[src/rtl/core/kns_pkg.sv]
// Shared types and constants for the 0/1 knapsack solver.
package kns_pkg;

    localparam int WEIGHT_BITS   = 10;
    localparam int VALUE_IN_BITS = 16;
    localparam int CAP_BITS      = 10;
    localparam int OUT_BITS      = 24;
    localparam int IN_TDATA_BITS = 32;
    localparam int CFG_IDX_BITS  = 3;
    localparam int CFG_DATA_BITS = 16;

    localparam logic [CFG_IDX_BITS-1:0] CFG_CAPACITY     = 3'd0;
    localparam logic [CFG_IDX_BITS-1:0] CFG_MIN_CAPACITY = 3'd1;
    localparam logic [CFG_IDX_BITS-1:0] CFG_MAX_CAPACITY = 3'd2;
    localparam logic [CFG_IDX_BITS-1:0] CFG_MIN_WEIGHT   = 3'd3;
    localparam logic [CFG_IDX_BITS-1:0] CFG_MAX_WEIGHT   = 3'd4;
    localparam logic [CFG_IDX_BITS-1:0] CFG_MIN_VALUE    = 3'd5;
    localparam logic [CFG_IDX_BITS-1:0] CFG_MAX_VALUE    = 3'd6;

    localparam logic STATUS_OK  = 1'b0;
    localparam logic STATUS_BAD = 1'b1;

    typedef enum logic [2:0] {
        ST_CLEAR,
        ST_IDLE,
        ST_SWEEP,
        ST_DRAIN,
        ST_ANSWER,
        ST_RESULT
    } t_state;

    typedef struct packed {
        logic [CAP_BITS-1:0]      capacity;
        logic [CAP_BITS-1:0]      min_capacity;
        logic [CAP_BITS-1:0]      max_capacity;
        logic [WEIGHT_BITS-1:0]   min_weight;
        logic [WEIGHT_BITS-1:0]   max_weight;
        logic [VALUE_IN_BITS-1:0] min_value;
        logic [VALUE_IN_BITS-1:0] max_value;
    } t_cfg;

    typedef struct packed {
        logic                valid;
        logic [OUT_BITS-1:0] best_value;
        logic                status;
    } t_result;

endpackage

[src/rtl/core/kns_cfg_regs.sv]
// Configuration register file of the knapsack solver.
module kns_cfg_regs
    import kns_pkg::*;
(
    input  logic                     i_clk,
    input  logic                     i_rst_n,
    input  logic                     i_cfg_we,
    input  logic [CFG_IDX_BITS-1:0]  i_cfg_index,
    input  logic [CFG_DATA_BITS-1:0] i_cfg_data,
    output t_cfg                     o_cfg
);

    t_cfg r_cfg;

    always_ff @(posedge i_clk) begin
        if (!i_rst_n) begin
            r_cfg.capacity     <= CAP_BITS'(1023);
            r_cfg.min_capacity <= CAP_BITS'(1);
            r_cfg.max_capacity <= CAP_BITS'(1023);
            r_cfg.min_weight   <= WEIGHT_BITS'(1);
            r_cfg.max_weight   <= WEIGHT_BITS'(1023);
            r_cfg.min_value    <= VALUE_IN_BITS'(0);
            r_cfg.max_value    <= VALUE_IN_BITS'(65535);
        end else if (i_cfg_we) begin
            unique case (i_cfg_index)
                CFG_CAPACITY:     r_cfg.capacity     <= i_cfg_data[CAP_BITS-1:0];
                CFG_MIN_CAPACITY: r_cfg.min_capacity <= i_cfg_data[CAP_BITS-1:0];
                CFG_MAX_CAPACITY: r_cfg.max_capacity <= i_cfg_data[CAP_BITS-1:0];
                CFG_MIN_WEIGHT:   r_cfg.min_weight   <= i_cfg_data[WEIGHT_BITS-1:0];
                CFG_MAX_WEIGHT:   r_cfg.max_weight   <= i_cfg_data[WEIGHT_BITS-1:0];
                CFG_MIN_VALUE:    r_cfg.min_value    <= i_cfg_data[VALUE_IN_BITS-1:0];
                CFG_MAX_VALUE:    r_cfg.max_value    <= i_cfg_data[VALUE_IN_BITS-1:0];
                default: ;
            endcase
        end
    end

    assign o_cfg = r_cfg;

endmodule

[config.mk]
export PLATFORM = sky130hd
export DESIGN_NAME = kns_cfg_regs
export DESIGN_NICKNAME = d
export VERILOG_FILES = /design/src/rtl/core/kns_pkg.sv /design/src/rtl/core/kns_cfg_regs.sv
export SDC_FILE = /design/constraint.sdc
export NUM_CORES = 1
export LEC_CHECK = 0
export BUFFER_PORTS_ARGS = -buffer_cell sky130_fd_sc_hd__clkbuf_2
export CAP_MARGIN = 15
export CORE_MARGIN = 3
export CORE_UTILIZATION = 40
export DETAILED_ROUTE_END_ITERATION = 10
export PLACE_DENSITY = 0.65
export SYNTH_ARGS = -nofsm -noshare
export SYNTH_HDL_FRONTEND = slang
export SYNTH_SLANG_ARGS = --single-unit
export TNS_END_PERCENT = 20
[constraint.sdc]
create_clock -name i_clk -period 1.2 [get_ports i_clk]
set_input_delay 0.12 -clock i_clk [delete_from_list [all_inputs] [get_ports i_clk]]
set_output_delay 0.12 -clock i_clk [all_outputs]
set_load 0.05 [all_outputs]
After elaboration in Yosys (flattened, before gate mapping) --
Index checks and enable logic that the tools add are counted.
Operators by class: divide/modulo/power cells 0, reduce and logical (&&, ||, !) cells 8, $mul 0, equality and inequality tests 6, magnitude comparators 0, mux-type cells 0, $add $sub $neg 0, shifts and indexed selects 0, bitwise logic cells 0
Operator list (number):
- 2-bit AND reduction | 7
- 3-bit == test, second input constant | 3
- 3-bit by 2-bit == test with 1-bit output, second input constant | 2
- 3-bit by 1-bit == test with 1-bit output, second input constant | 1
- 3-bit logical NOT | 1
Storage, ports and cells: memories kept 0, bits in registers 82, bits in writable memories 0, output and inout bits 82, bits in read-only memories 0, bits in latches 0

Depth between registers and ports, before layout --
depth after elaboration 2, depth in mapped cells 4

Worst setup path before layout --
No wires, ideal clock.
path type input port to flip-flop, from input i_cfg_index[0], to register r_cfg (netlist bit o_cfg[72]), arrival time 919 ps, required time 1068 ps, stages on the path 3, buffers on the path 1, library setup time 132 ps, slack 149 ps, cell sequence or4b_1 -> buf_6 -> mux2i_1
Between the ends: longest elaborated chain between the ends 2
RTL lines:
- start: declaration | RTL line kns_cfg_regs.sv:8 | input logic [CFG_IDX_BITS-1:0] i_cfg_index,
- 3-bit logical NOT | RTL line kns_cfg_regs.sv:25 | unique case (i_cfg_index)
- 2-bit AND reduction (no line)
- end: declaration | RTL line kns_cfg_regs.sv:13 | t_cfg r_cfg;
No other way between the ends. A chain may end at the register's enable or synchronous reset.

Worst setup path in the final report --
from register r_cfg (netlist bit o_cfg[72]), to output o_cfg[72] (netlist name)
RTL lines:
- end: declaration | RTL line kns_cfg_regs.sv:10 | output t_cfg o_cfg
No word-level cell between the ends.

==> metrics.md <==
| Metric | Value |
|---|---|
| Status | complete, no violations |
| Slew Limit Headroom | 0.698 |
| Worst Min Path Start | i_cfg_data[12] |
| Reg2reg setup slack | ~0.54 ns |
| Post-layout util | 0.543 |
| Clock Skew | 0 ns |
| Mapped Area | around 3200 sq um |
| Yosys warns | 0 |
| Drt drc | 0 |
| Sequence of cells on the critical path | clkbuf_2 |
| Area of the multi-input gates | about 1500 sq um |
| Fin nets | between 400 and 500 |
| Port buffer count | a little over 100 |
| Largest net degree at the start of global routing | between 40 and 50 |
| Antenna Nets Post-Route | 0 |
| Power Total | 5.44 mW |
| Htree depth | 3 |
| Post-synth top cells | dfxtp_1, mux2i_1, nor2b_1, nand2_1, clkbuf_1 |
| Vias per cell | 4.71 |
| Avg Cell Area, Syn | 10.5 sq um |
| Clk sink count | 82 |
| DR iter-0 viols | 54 |
| Row cnt | 32 |
| Post-synth net total | between 300 and 400 |
| RSZ-0062 raised after global routing | no |
| # diodes | 0 |
| Total iterations of the first detailed-routing run | 4 |
| Hold WC Path Type | in2reg |
| Yosys cell types | 12 |
| Tmin final | 1.15 ns |
| Bufs and invs on worst path | 1 |
| Clk Latency, worst-skew pair | approximately 0.34 ns |
| Vias in the first global route | approximately 2500 |
| Worst r2r dst | o_cfg[76] |
| Total gr overflow | 0 |
| # resized after CTS | 0 |
| P per Cell Area | 1280 nW/um^2 |
| TritonCTS clock tree | done |
| Slowest stage delay, CP | 0.38 ns |
| Fmax | approximately 0.87 GHz |
| Root Buffer | clkbuf_8 |
| First-pass GRT wire length | ~13000 um |
| Synth async-reset ratio | 0 |
| Initial antenna violation count | 0 |
| Worst R2R Path Depth | 2 |
| Crit path kind | reg2out |
| Top FF cell, synth | dfxtp_1 |
| Fillcell total | between 700 and 800 |
| Worst-path clk slew | around 0.08 ns |
| Total CTS buffers | 9 |
| Max IR drop VDD | between 0.0006 and 0.0007 V |
| Final Hold Viols | 0 |
| Period utilisation layout | 0.956 |
| Worst setup EP type | output port |
| Number of synthesized flops with an enable pin | 0 |
| Largest area contributor in the netlist | dfxtp_1 |
| Register area share after synthesis | 0.507 |
| Non-filler cells, final | roughly 530 |
| Placed instance count | just over 500 |
| Area grow syn2layout | 30.9% |
| Via Count | between 2000 and 3000 |
| Main area contributors after synthesis | dfxtp_1, mux2i_1, nor2b_1 |
| Die Area | a little over 9000 sq um |
| Largest delay contributor family on the critical path | flip-flops |
| Hold Path Stages | 3 |
| Routability cong. | 0.762 |
| Hold path endpoint | o_cfg[28] |
| Share of cells above drive strength 1 | 0.329 |
| CP max stage cell | dfxtp_1 |
| Final setup vio count | 0 |
| I/O pin total | ~100 |
| Synth top area share | 0.507 |
| Max_cap viols | 0 |
| R2r startpoint | o_cfg[76] |
| Worst setup SP type | flip-flop |
| Register area | 1640 sq um |
| Die W | 96.0 um |
| Starting Density | 0.415 |
| Drt wl/cell | approximately 15 um |
| Worst slew pin tran | 0.453 ns |
| LEAKAGE | roughly 2 nW |
| Final worst setup slack | between 0.05 and 0.06 ns |
| Post-Syn Instances | approximately 310 |
| CP required | 1.08 ns |
| Pins over their slew limit | 0 |
| Register bit total from synthesis | approximately 80 |
| Largest register FFs | 82 |
| Overall Global Routing Usage | 0.180 |
| DRT Wirelength | between 7000 and 8000 um |
| Crit Path Max Fanout | 2 |
| DIE HEIGHT | about 96 um |
| Critical Path AT | between 1 and 1.5 ns |
| Post-Place Setup Slack | -0.0233 ns |
| Total core area | slightly below 8000 sq um |
| Deepest clock path buffer count | 2 |
| Dpl hpwl | between 5000 and 6000 um |
-- worst max path at each step --
stage / startpoint / endpoint / slack (ns) / cells past startpoint
after floorplan: i_cfg_index[0] / o_cfg[72] / 0.15 / 3
after global placement: i_cfg_index[0] / o_cfg[13] / -0.01 / 4
after detailed placement: i_cfg_index[0] / o_cfg[75] / -0.02 / 4
after CTS: o_cfg[72] / o_cfg[72] / 0.05 / 1
after global routing: o_cfg[79] / o_cfg[79] / 0.04 / 1
final: o_cfg[72] / o_cfg[72] / 0.05 / 1
-- power by group --
group          leakage (nW)  total, mW  switching [mW]  internal (mW)
clock                 0.101       1.97           0.921           1.05
combinational          1.26      0.663           0.432          0.231
sequential            0.666       2.81          0.0337           2.78
-- layout by cell type, fill, tap and decap left out --
master,n
clkbuf_2,102
mux2i_1,82
dfxtp_1,82
nor2b_1,64
nand2_1,50
buf_4,18
clkbuf_8,11
buf_12,6
nand4b_1,3
and4bb_1,2
and4b_1,2
clkinv_2,2
nand4bb_1,1
or4b_1,1
bufinv_16,1
dlygate4sd3_1,1
buf_2,1
-- logic make-up after synthesis --
| kind of cell | synth area share |
|---|---|
| buffers and inverters | 0.0301 |
| flip-flops | 0.507 |
| AND/OR/NAND/NOR | 0.210 |
| multiplexers | 0.253 |
-- layer usage --
| layer | GRT usage | part of all wire |
|---|---|---|
| met5 | 0 | 0 |
| met4 | 0.0746 | 0.017 |
| met3 | 0.0493 | 0.064 |
| met2 | 0.285 | 0.47 |
| met1 | 0.231 | 0.45 |
-- through the flow --
stage / hold WS (ns) / setup TNS [ns] / instance area (sq um)
6_report: 0.0159 / 0 / 4240
5_1_grt: 0.0382 / 0 / 4240
4_1_cts: 0.0000449 / 0 / 4240
3_5_place_dp: 0.375 / -0.199 / 4040
3_3_place_gp: 0.373 / -0.126 / 4040
2_1_floorplan: 0.262 / 0 / 3240
-- final cells by class --
class	count	share of cell area
clock buffers	11	0.0357
flip-flops and latches	82	0.387
repair buffers	128	0.184
well taps	102	0.0301
clock inverters	3	0.00944
multi-input cells	205	0.354
-- repair_timing --
item | in CTS | in global routing
endpoints found under the hold margin | 1 | 0
hold buffers | 1 | 0
setup buffers | 0 | 0
No activity file was read; power rests on OpenSTA's default activity.
