[config.mk]
export PLATFORM = sky130hd
export DESIGN_NAME = kns_sweep
export DESIGN_NICKNAME = d
export VERILOG_FILES = /design/src/rtl/core/kns_pkg.sv /design/src/rtl/core/kns_sweep.sv
export SDC_FILE = /design/constraint.sdc
export NUM_CORES = 1
export LEC_CHECK = 0
export BUFFER_PORTS_ARGS = -buffer_cell sky130_fd_sc_hd__buf_2
export CORE_MARGIN = 2
export CORE_UTILIZATION = 30
export DETAILED_ROUTE_END_ITERATION = 6
export MAX_ROUTING_LAYER = met4
export PLACE_DENSITY = 0.55
export SETUP_SLACK_MARGIN = 0.02
export SKIP_CTS_REPAIR_TIMING = 1
export SLEW_MARGIN = 20
export SYNTH_ARGS = -nofsm -noshare
export SYNTH_HDL_FRONTEND = slang
export SYNTH_SLANG_ARGS = --single-unit
[constraint.sdc]
create_clock -name i_clk -period 4.7 [get_ports i_clk]
set_clock_uncertainty 0.1 [all_clocks]
set_input_delay 0.47 -clock i_clk [delete_from_list [all_inputs] [get_ports i_clk]]
set_output_delay 0.47 -clock i_clk [all_outputs]
set_load 0.05 [all_outputs]
[src/rtl/core/kns_pkg.sv]
// Shared types and constants for the 0/1 knapsack solver.
package kns_pkg;

    localparam int WEIGHT_BITS   = 10;
    localparam int VALUE_IN_BITS = 16;
    localparam int CAP_BITS      = 10;
    localparam int OUT_BITS      = 24;
    localparam int IN_TDATA_BITS = 32;
    localparam int CFG_IDX_BITS  = 3;
    localparam int CFG_DATA_BITS = 16;

    localparam logic [CFG_IDX_BITS-1:0] CFG_CAPACITY     = 3'd0;
    localparam logic [CFG_IDX_BITS-1:0] CFG_MIN_CAPACITY = 3'd1;
    localparam logic [CFG_IDX_BITS-1:0] CFG_MAX_CAPACITY = 3'd2;
    localparam logic [CFG_IDX_BITS-1:0] CFG_MIN_WEIGHT   = 3'd3;
    localparam logic [CFG_IDX_BITS-1:0] CFG_MAX_WEIGHT   = 3'd4;
    localparam logic [CFG_IDX_BITS-1:0] CFG_MIN_VALUE    = 3'd5;
    localparam logic [CFG_IDX_BITS-1:0] CFG_MAX_VALUE    = 3'd6;

    localparam logic STATUS_OK  = 1'b0;
    localparam logic STATUS_BAD = 1'b1;

    typedef enum logic [2:0] {
        ST_CLEAR,
        ST_IDLE,
        ST_SWEEP,
        ST_DRAIN,
        ST_ANSWER,
        ST_RESULT
    } t_state;

    typedef struct packed {
        logic [CAP_BITS-1:0]      capacity;
        logic [CAP_BITS-1:0]      min_capacity;
        logic [CAP_BITS-1:0]      max_capacity;
        logic [WEIGHT_BITS-1:0]   min_weight;
        logic [WEIGHT_BITS-1:0]   max_weight;
        logic [VALUE_IN_BITS-1:0] min_value;
        logic [VALUE_IN_BITS-1:0] max_value;
    } t_cfg;

    typedef struct packed {
        logic                valid;
        logic [OUT_BITS-1:0] best_value;
        logic                status;
    } t_result;

endpackage

[src/rtl/core/kns_sweep.sv]
// Sequencer and update datapath: row sweep per item, answer read, clearing pass.
module kns_sweep
    import kns_pkg::*;
#(
    parameter int MAX_CAPACITY = 1023,
    parameter int VALUE_BITS   = 16,
    parameter int SUM_BITS     = 24,
    parameter int AW           = 10
) (
    input  logic                     i_clk,
    input  logic                     i_rst_n,
    input  t_cfg                     i_cfg,
    input  logic                     i_in_valid,
    output logic                     o_in_ready,
    input  logic [WEIGHT_BITS-1:0]   i_weight,
    input  logic [VALUE_IN_BITS-1:0] i_value,
    input  logic                     i_last,
    output t_result                  o_res,
    input  logic                     i_res_ready,
    output logic [AW-1:0]            o_rd_addr_a,
    output logic [AW-1:0]            o_rd_addr_b,
    input  logic [SUM_BITS-1:0]      i_rd_data_a,
    input  logic [SUM_BITS-1:0]      i_rd_data_b,
    output logic                     o_wr_en,
    output logic [AW-1:0]            o_wr_addr,
    output logic [SUM_BITS-1:0]      o_wr_data
);

    localparam int VKEEP = (VALUE_BITS < VALUE_IN_BITS) ? VALUE_BITS : VALUE_IN_BITS;
    localparam logic [VALUE_IN_BITS-1:0] VMASK =
        VALUE_IN_BITS'((33'd1 << VKEEP) - 33'd1);
    localparam int SW = ((SUM_BITS > VALUE_BITS) ? SUM_BITS : VALUE_BITS) + 1;
    localparam logic [SW-1:0] SUM_MAX = SW'({SUM_BITS{1'b1}});
    localparam logic [AW-1:0] TOP_ADDR = AW'(MAX_CAPACITY);

    t_state                r_state, n_state;
    logic [AW-1:0]         r_j, n_j;
    logic [AW-1:0]         r_w, n_w;
    logic [VALUE_BITS-1:0] r_v, n_v;
    logic                  r_last, n_last;
    logic                  r_err, n_err;
    logic                  r_wr_vld, n_wr_vld;
    logic [AW-1:0]         r_wr_addr, n_wr_addr;

    logic [VALUE_IN_BITS-1:0] in_v;
    logic                     accept;
    logic                     bad_item;
    logic                     w_fits;
    logic                     bad_cap;
    logic [SW-1:0]            cand;
    logic [SW-1:0]            sat;
    logic                     upd;
    logic [AW-1:0]            cap_addr;

    assign in_v     = i_value & VMASK;
    assign accept   = i_in_valid && o_in_ready;
    assign bad_item = (i_weight < i_cfg.min_weight) || (i_weight > i_cfg.max_weight) ||
                      (in_v < i_cfg.min_value) || (in_v > i_cfg.max_value);
    assign w_fits   = 32'(i_weight) <= 32'(MAX_CAPACITY);
    assign bad_cap  = (i_cfg.capacity < i_cfg.min_capacity) ||
                      (i_cfg.capacity > i_cfg.max_capacity) ||
                      (32'(i_cfg.capacity) > 32'(MAX_CAPACITY));
    assign cap_addr = AW'(i_cfg.capacity);

    // best[j-w] + v, saturated, against best[j]
    assign cand = SW'(i_rd_data_b) + SW'(r_v);
    assign sat  = (cand > SUM_MAX) ? SUM_MAX : cand;
    assign upd  = sat > SW'(i_rd_data_a);

    // next state
    always_comb begin
        n_state = r_state;
        unique case (r_state)
            ST_CLEAR: begin
                if (r_j == '0) n_state = ST_IDLE;
            end
            ST_IDLE: begin
                if (accept) begin
                    if (!bad_item && w_fits) n_state = ST_SWEEP;
                    else if (i_last)         n_state = ST_ANSWER;
                    else                     n_state = ST_IDLE;
                end
            end
            ST_SWEEP: begin
                if (r_j == r_w) n_state = ST_DRAIN;
            end
            ST_DRAIN: begin
                n_state = r_last ? ST_ANSWER : ST_IDLE;
            end
            ST_ANSWER: begin
                n_state = ST_RESULT;
            end
            ST_RESULT: begin
                if (i_res_ready) n_state = ST_CLEAR;
            end
            default: n_state = ST_IDLE;
        endcase
    end

    // datapath registers next values
    always_comb begin
        n_j       = r_j;
        n_w       = r_w;
        n_v       = r_v;
        n_last    = r_last;
        n_err     = r_err;
        n_wr_vld  = 1'b0;
        n_wr_addr = r_j;
        unique case (r_state)
            ST_CLEAR: begin
                n_j = r_j - AW'(1);
                if (r_j == '0) n_err = 1'b0;
            end
            ST_IDLE: begin
                if (accept) begin
                    n_j    = TOP_ADDR;
                    n_w    = AW'(i_weight);
                    n_v    = VALUE_BITS'(in_v);
                    n_last = i_last;
                    if (bad_item) n_err = 1'b1;
                end
            end
            ST_SWEEP: begin
                n_wr_vld = 1'b1;
                if (r_j != r_w) n_j = r_j - AW'(1);
            end
            ST_RESULT: begin
                n_j = TOP_ADDR;
            end
            default: ;
        endcase
    end

    // outputs
    always_comb begin
        o_in_ready       = 1'b0;
        o_rd_addr_a      = r_j;
        o_rd_addr_b      = r_j - r_w;
        o_wr_en          = 1'b0;
        o_wr_addr        = r_wr_addr;
        o_wr_data        = SUM_BITS'(sat);
        o_res.valid      = 1'b0;
        o_res.best_value = OUT_BITS'(i_rd_data_a);
        o_res.status     = STATUS_OK;
        unique case (r_state)
            ST_CLEAR: begin
                o_wr_en   = 1'b1;
                o_wr_addr = r_j;
                o_wr_data = '0;
            end
            ST_IDLE: begin
                o_in_ready = 1'b1;
            end
            ST_SWEEP, ST_DRAIN: begin
                o_wr_en = r_wr_vld && upd;
            end
            ST_ANSWER: begin
                o_rd_addr_a = cap_addr;
            end
            ST_RESULT: begin
                o_rd_addr_a = cap_addr;
                o_res.valid = 1'b1;
                if (r_err || bad_cap) begin
                    o_res.best_value = '0;
                    o_res.status     = STATUS_BAD;
                end
            end
            default: ;
        endcase
    end

    always_ff @(posedge i_clk) begin
        if (!i_rst_n) begin
            r_state  <= ST_CLEAR;
            r_j      <= TOP_ADDR;
            r_err    <= 1'b0;
            r_wr_vld <= 1'b0;
            r_last   <= 1'b0;
        end else begin
            r_state  <= n_state;
            r_j      <= n_j;
            r_err    <= n_err;
            r_wr_vld <= n_wr_vld;
            r_last   <= n_last;
        end
    end

    always_ff @(posedge i_clk) begin
        r_w       <= n_w;
        r_v       <= n_v;
        r_wr_addr <= n_wr_addr;
    end

    a_no_pending_write_idle: assert property (@(posedge i_clk) disable iff (!i_rst_n)
        o_in_ready |-> !r_wr_vld)
        else $error("item accepted while a row write is pending");

    a_sweep_above_weight: assert property (@(posedge i_clk) disable iff (!i_rst_n)
        r_state == ST_SWEEP |-> r_j >= r_w)
        else $error("sweep address below item weight");

    a_result_then_clear: assert property (@(posedge i_clk) disable iff (!i_rst_n)
        o_res.valid && i_res_ready |=> r_state == ST_CLEAR)
        else $error("row not cleared after answer");

    a_idle_error_clear: assert property (@(posedge i_clk) disable iff (!i_rst_n)
        r_state == ST_IDLE && $past(r_state) == ST_CLEAR |-> !r_err)
        else $error("error flag survived clearing pass");

endmodule

* Yosys cells after proc, flatten, opt, wreduce, memory -nomap -nowiden
Cells that the tools add are included.
** Word-level totals
- Word-level logic and storage cells :: 73
- Input port bits :: 161
- Flip-flop bits (word level) :: 52
- Output and inout port bits :: 82
** Operators by class
- Add/sub/neg operators :: 3
- Reduce and logical (&&, ||, !) cells :: 17
- $lt $le $gt $ge :: 8
- Equality and inequality tests :: 13
- Muxes and demuxes :: 24
** Operators by type and width (number)
- $mux 25 :: 2
- $mux 10 :: 4
- $pmux 10 s4 :: 1
- $mux 26 :: 1
- $add 24x16->25 :: 1
- $gt 25x24->1 :: 1
- $gt 25x24->1 const B :: 1
- $mux 24 :: 1
- $mux 3 :: 7
- $gt 10x10->1 :: 2
- $lt 10x10->1 :: 2
- $pmux 3 s6 :: 1
- $gt 16x16->1 :: 1
- $lt 16x16->1 :: 1
- $ne 2x2->1 const B :: 6
- $eq 10x10->1 :: 1
- $logic_not 10->1 :: 1
- $ne 10x10->1 :: 1
- $sub 10x1->10 const B :: 1
- $sub 10x10->10 :: 1
- $reduce_and 4->1 :: 2
- $eq 3x2->1 const B :: 2
- $eq 3x3->1 const B :: 2
- $logic_or 1x1->1 :: 5
- other kinds (10) :: 17

* Longest topological paths before layout
- Word-level depth :: 7
- Gate-level depth with buffers :: 19
- Gate-level depth less buffers :: 18

* Least setup slack after synthesis
Ideal clock, no wire load.
- Path kind :: input to output
- Start point :: in i_rd_data_b[11]
- End point :: out o_wr_en
- Slack :: 0.513 ns
- Path buffers :: 1
- Stages on the path :: 16
- Data required time :: 4.130 ns
- Arrival time :: 3.617 ns
- Path through :: ha_1 > a21o_1 > a211o_1 > a211oi_2 > o21ai_2 > a21oi_2 > nor2_1 > clkbuf_1 > or2_1 > ha_1 > and4_1 > nand3_1 > nor3_1 > o221ai_1 > nand4_1 > o221a_2
** Between the ends
- Word-level cells in the longest chain between the ends :: 6
** RTL lines
- from (decl) :: RTL line kns_sweep.sv:23 : input logic [SUM_BITS-1:0] i_rd_data_b,
- $add 24x16->25 (*) :: RTL line kns_sweep.sv:66 : assign cand = SW'(i_rd_data_b) + SW'(r_v);
- $gt 25x24->1 :: RTL line kns_sweep.sv:67 : assign sat = (cand > SUM_MAX) ? SUM_MAX : cand;
- $mux 25 (*) :: RTL line kns_sweep.sv:67
- $gt 25x24->1 (*) :: RTL line kns_sweep.sv:68 : assign upd = sat > SW'(i_rd_data_a);
- $logic_and 1x1->1 (*) :: RTL line kns_sweep.sv:155 : o_wr_en = r_wr_vld && upd;
- $pmux 1 s2 (*) :: RTL line kns_sweep.sv:145 : unique case (r_state)
- to (decl) :: RTL line kns_sweep.sv:24 : output logic o_wr_en,
Every way passes the cells marked *; elsewhere a longest branch is shown, timed or not.

* Worst setup path after layout
- Start point :: reg r_v[11]
- End point :: out o_wr_en
** Between the ends
- Word-level cells in the longest chain between the ends :: 6
** RTL lines
- from (decl) :: RTL line kns_sweep.sv:39 : logic [VALUE_BITS-1:0] r_v, n_v;
- from (signal assigned) :: RTL line kns_sweep.sv:190 : r_v <= n_v;
- $add 24x16->25 (*) :: RTL line kns_sweep.sv:66
- $gt 25x24->1 :: RTL line kns_sweep.sv:67
- $mux 25 (*) :: RTL line kns_sweep.sv:67
- $gt 25x24->1 (*) :: RTL line kns_sweep.sv:68
- $logic_and 1x1->1 (*) :: RTL line kns_sweep.sv:155
- $pmux 1 s2 (*) :: RTL line kns_sweep.sv:145
Marks and branches as above.

==> metrics.txt <==
most frequent cells in the layout 241 x buf_2, 117 x inv_1, 113 x ha_1; Fin Hold WS 288 ps; R2R setup slack 2240 ps; Leakage 4.19 nW; Syn-to-layout area delta 31.3%; flops & latches, synth 52; cells along the critical path ha_4, a21o_1, a211o_1, a211oi_2, o21ai_4, a21o_4, and3_1, o22a_1, ha_1, and4_4, nand3_2, nor3_2, o221ai_1, nand4_1, o221a_2, buf_8; share of the synthesized area in the top cell type 24.1%; outcome finished, final reports clean; core area 20200 um^2; TritonRoute pass-1 iters 5; clock buffer depth 2; Tot GR Track Use 17.0%; crit path kind reg2out; worst slew pin tran 1130 ps; CP delay by family, top compound AO/OA/AOI/OAI gates; slowest CP cell edfxtp_1; WP buf/inv 1; wire per inst 14.4 um; worst min path class in2reg; CP max stage delay 430 ps; Crit path arrival time 3990 ps; synthesized cell area 6190 um^2; leading cell type in the layout, fill and taps excluded buf_2; CTS tree built; dpl ws 58.2 ps; Final Hold Fails 0; CP Max Fanout 6; Total Nets Final 1302; pin count of the biggest net entering global routing 30; Clock Sinks 52; CP required 4130 ps; first-pass GRT wire length 29.2 mm; CTS root buf clkbuf_16; IO buf count 242; layout cells sized above 1 30.1%; initial antenna violation count 5; IO Count 243; detailed placement HPWL 16.1 mm; die span in x 148 um; final wirelength 18.7 mm; Slew HR 24.1%; die area 21800 um^2; startpoint class of the critical path register; Cells after Synth 773; asr flop ratio synth 0%; Post-synth EDFFs 26; Clock Latency Late Sink 300 ps; Avg Inst Size Synth 8.01 um^2; DRT iter0 DRCs 216; die height 148 um; DRC violations left 0; Post-synth top flop edfxtp_1; final slew viol count 0; RePlAce Congestion 0.903; clock-pin slew on the worst setup and hold paths 70 ps; post-detailed-route via-to-cell ratio 4.78; placed cell area 7730 um^2; min cycle time layout 4560 ps; antenna-violating nets left 0; syn nets 1055; fin crit share 97.0%; RSZ-0062 raised after global routing yes; fin area 8120 um^2; register area share after synthesis 21.0%; CTS H-tree depth 2; Peak Freq 0.219 GHz; synth warn 0; Initial Util 30.6%; row cnt 52; post-route setup slack 141 ps; Pwr Density 169 nW/um^2; area leader, netlist ha_1; via count 6194; number of global-route vias before repair 5811; Max VDD drop 0.000152 V; Num CTS Buffers 5; CP Capture Type output port; Cell variety after synth 69; setup violators final 0; number of max-cap violations 0; Area contributors post-synth ha_1 24%, edfxtp_1 13%, dfxtp_1 8.4%, inv_1 7.1%, nand2_1 4.6%; GRT overflow 0
[final cells by class]
| cell class | count | area, um^2 |
|---|---|---|
| Antenna cell | 5 | 12.5 |
| Clock buffer | 5 | 125 |
| Clock inverter | 3 | 23.8 |
| Fill cell | 2131 | 12100 |
| Inverter | 117 | 439 |
| Multi-Input combinational cell | 588 | 4550 |
| Sequential cell | 52 | 1300 |
| Tap cell | 270 | 338 |
| Timing Repair Buffer | 256 | 1330 |
[per-layer routing]
metal	routed length [um]	vias up	share of wire [%]	GRT usage [%]
li1	-	3234	-	-
met3	920	10	4.9	2.38
met4	181	0	0.97	3.13
met1	9040	2795	48	22.9
met5	0	-	0	-
met2	8560	155	46	27.4
[synthesized netlist by cell type, types with 2 or more instances]
master,n
mux2_2,8
and3_1,13
a311oi_1,2
or2_1,9
nor3b_1,2
o21ai_1,7
a221oi_1,2
o211ai_1,5
o21ai_2,3
nand2b_1,7
a21boi_0,3
xor2_1,11
a21oi_1,55
o21ai_0,35
dfxtp_1,26
o21a_1,17
and2_1,26
or3_1,2
edfxtp_1,26
or4_1,4
nor2_1,28
o22a_1,2
o21bai_1,3
clkbuf_1,13
nand4_1,15
buf_2,3
nand3_1,16
nand2_1,76
inv_1,117
nor2b_1,13
a21o_1,20
a31oi_1,5
ha_1,119
a2111oi_0,3
fa_1,2
nor4_1,7
nor3_1,15
a211oi_1,6
a211o_1,2
xnor2_1,16
[worst register-to-register path: cells and delay by family, from the launching register on]
family | cells | cell delay, ps
simple gates | 2 | 940
flops | 1 | 640
compound gates | 2 | 540
buf+inv | 1 | 150
[registers in the layout, indices dropped and copies added (netlist names)]
name and cells:
r_wr_addr 10, r_err 1, r_wr_vld 1, n_wr_addr 10, r_last 1, r_w 10, r_v 16, r_state 3
[metrics by stage]
| step | instances | util (%) | power [mW] | setup TNS [ps] |
|---|---|---|---|---|
| 6_report | 1296 | 40.1 | 1.37 | 0 |
| 5_1_grt | 1296 | 40.1 | 1.47 | -18.4 |
| 4_1_cts | 1283 | 39.0 | 1.37 | -80.0 |
| 3_5_place_dp | 1275 | 38.2 | 0.986 | 0 |
| 3_3_place_gp | 1275 | 38.2 | 0.983 | 0 |
| 2_1_floorplan | 773 | - | 0.813 | 0 |
[kinds of logic (layout without fill, tap and decap cells)]
group,Yosys count,in the layout,synth area share (%)
XOR/XNOR,28,28,4.08
AND/OR/NAND/NOR,238,238,19.7
flip-flops,52,52,21.0
buffers and inverters,133,381,8.13
other,0,5,0
adder cells (fa/ha/maj),121,121,24.7
multiplexers,10,10,1.86
AO/OA/AOI/OAI,191,191,20.5
[power by group]
part	internal [mW]	switching, mW	total, mW
clock network	0.202	0.175	0.378
registers	0.479	0.00558	0.485
logic	0.213	0.295	0.508
[path summary, 6_finish.rpt]
check | startpoint | to | cells after the start
hold reg to reg | n_wr_addr[0]$_SDFFE_PN1P_ | r_wr_addr[0]$_DFF_P_ | 0
setup reg to reg | r_state[2]$_SDFFE_PN0P_ | r_state[2]$_SDFFE_PN0P_ | 5
setup / recovery | r_v[11]$_DFFE_PP_ | o_wr_en | 16
hold / removal | i_value[2] | r_v[2]$_DFFE_PP_ | 1
Note: power is estimated with default switching activity, not from simulation.
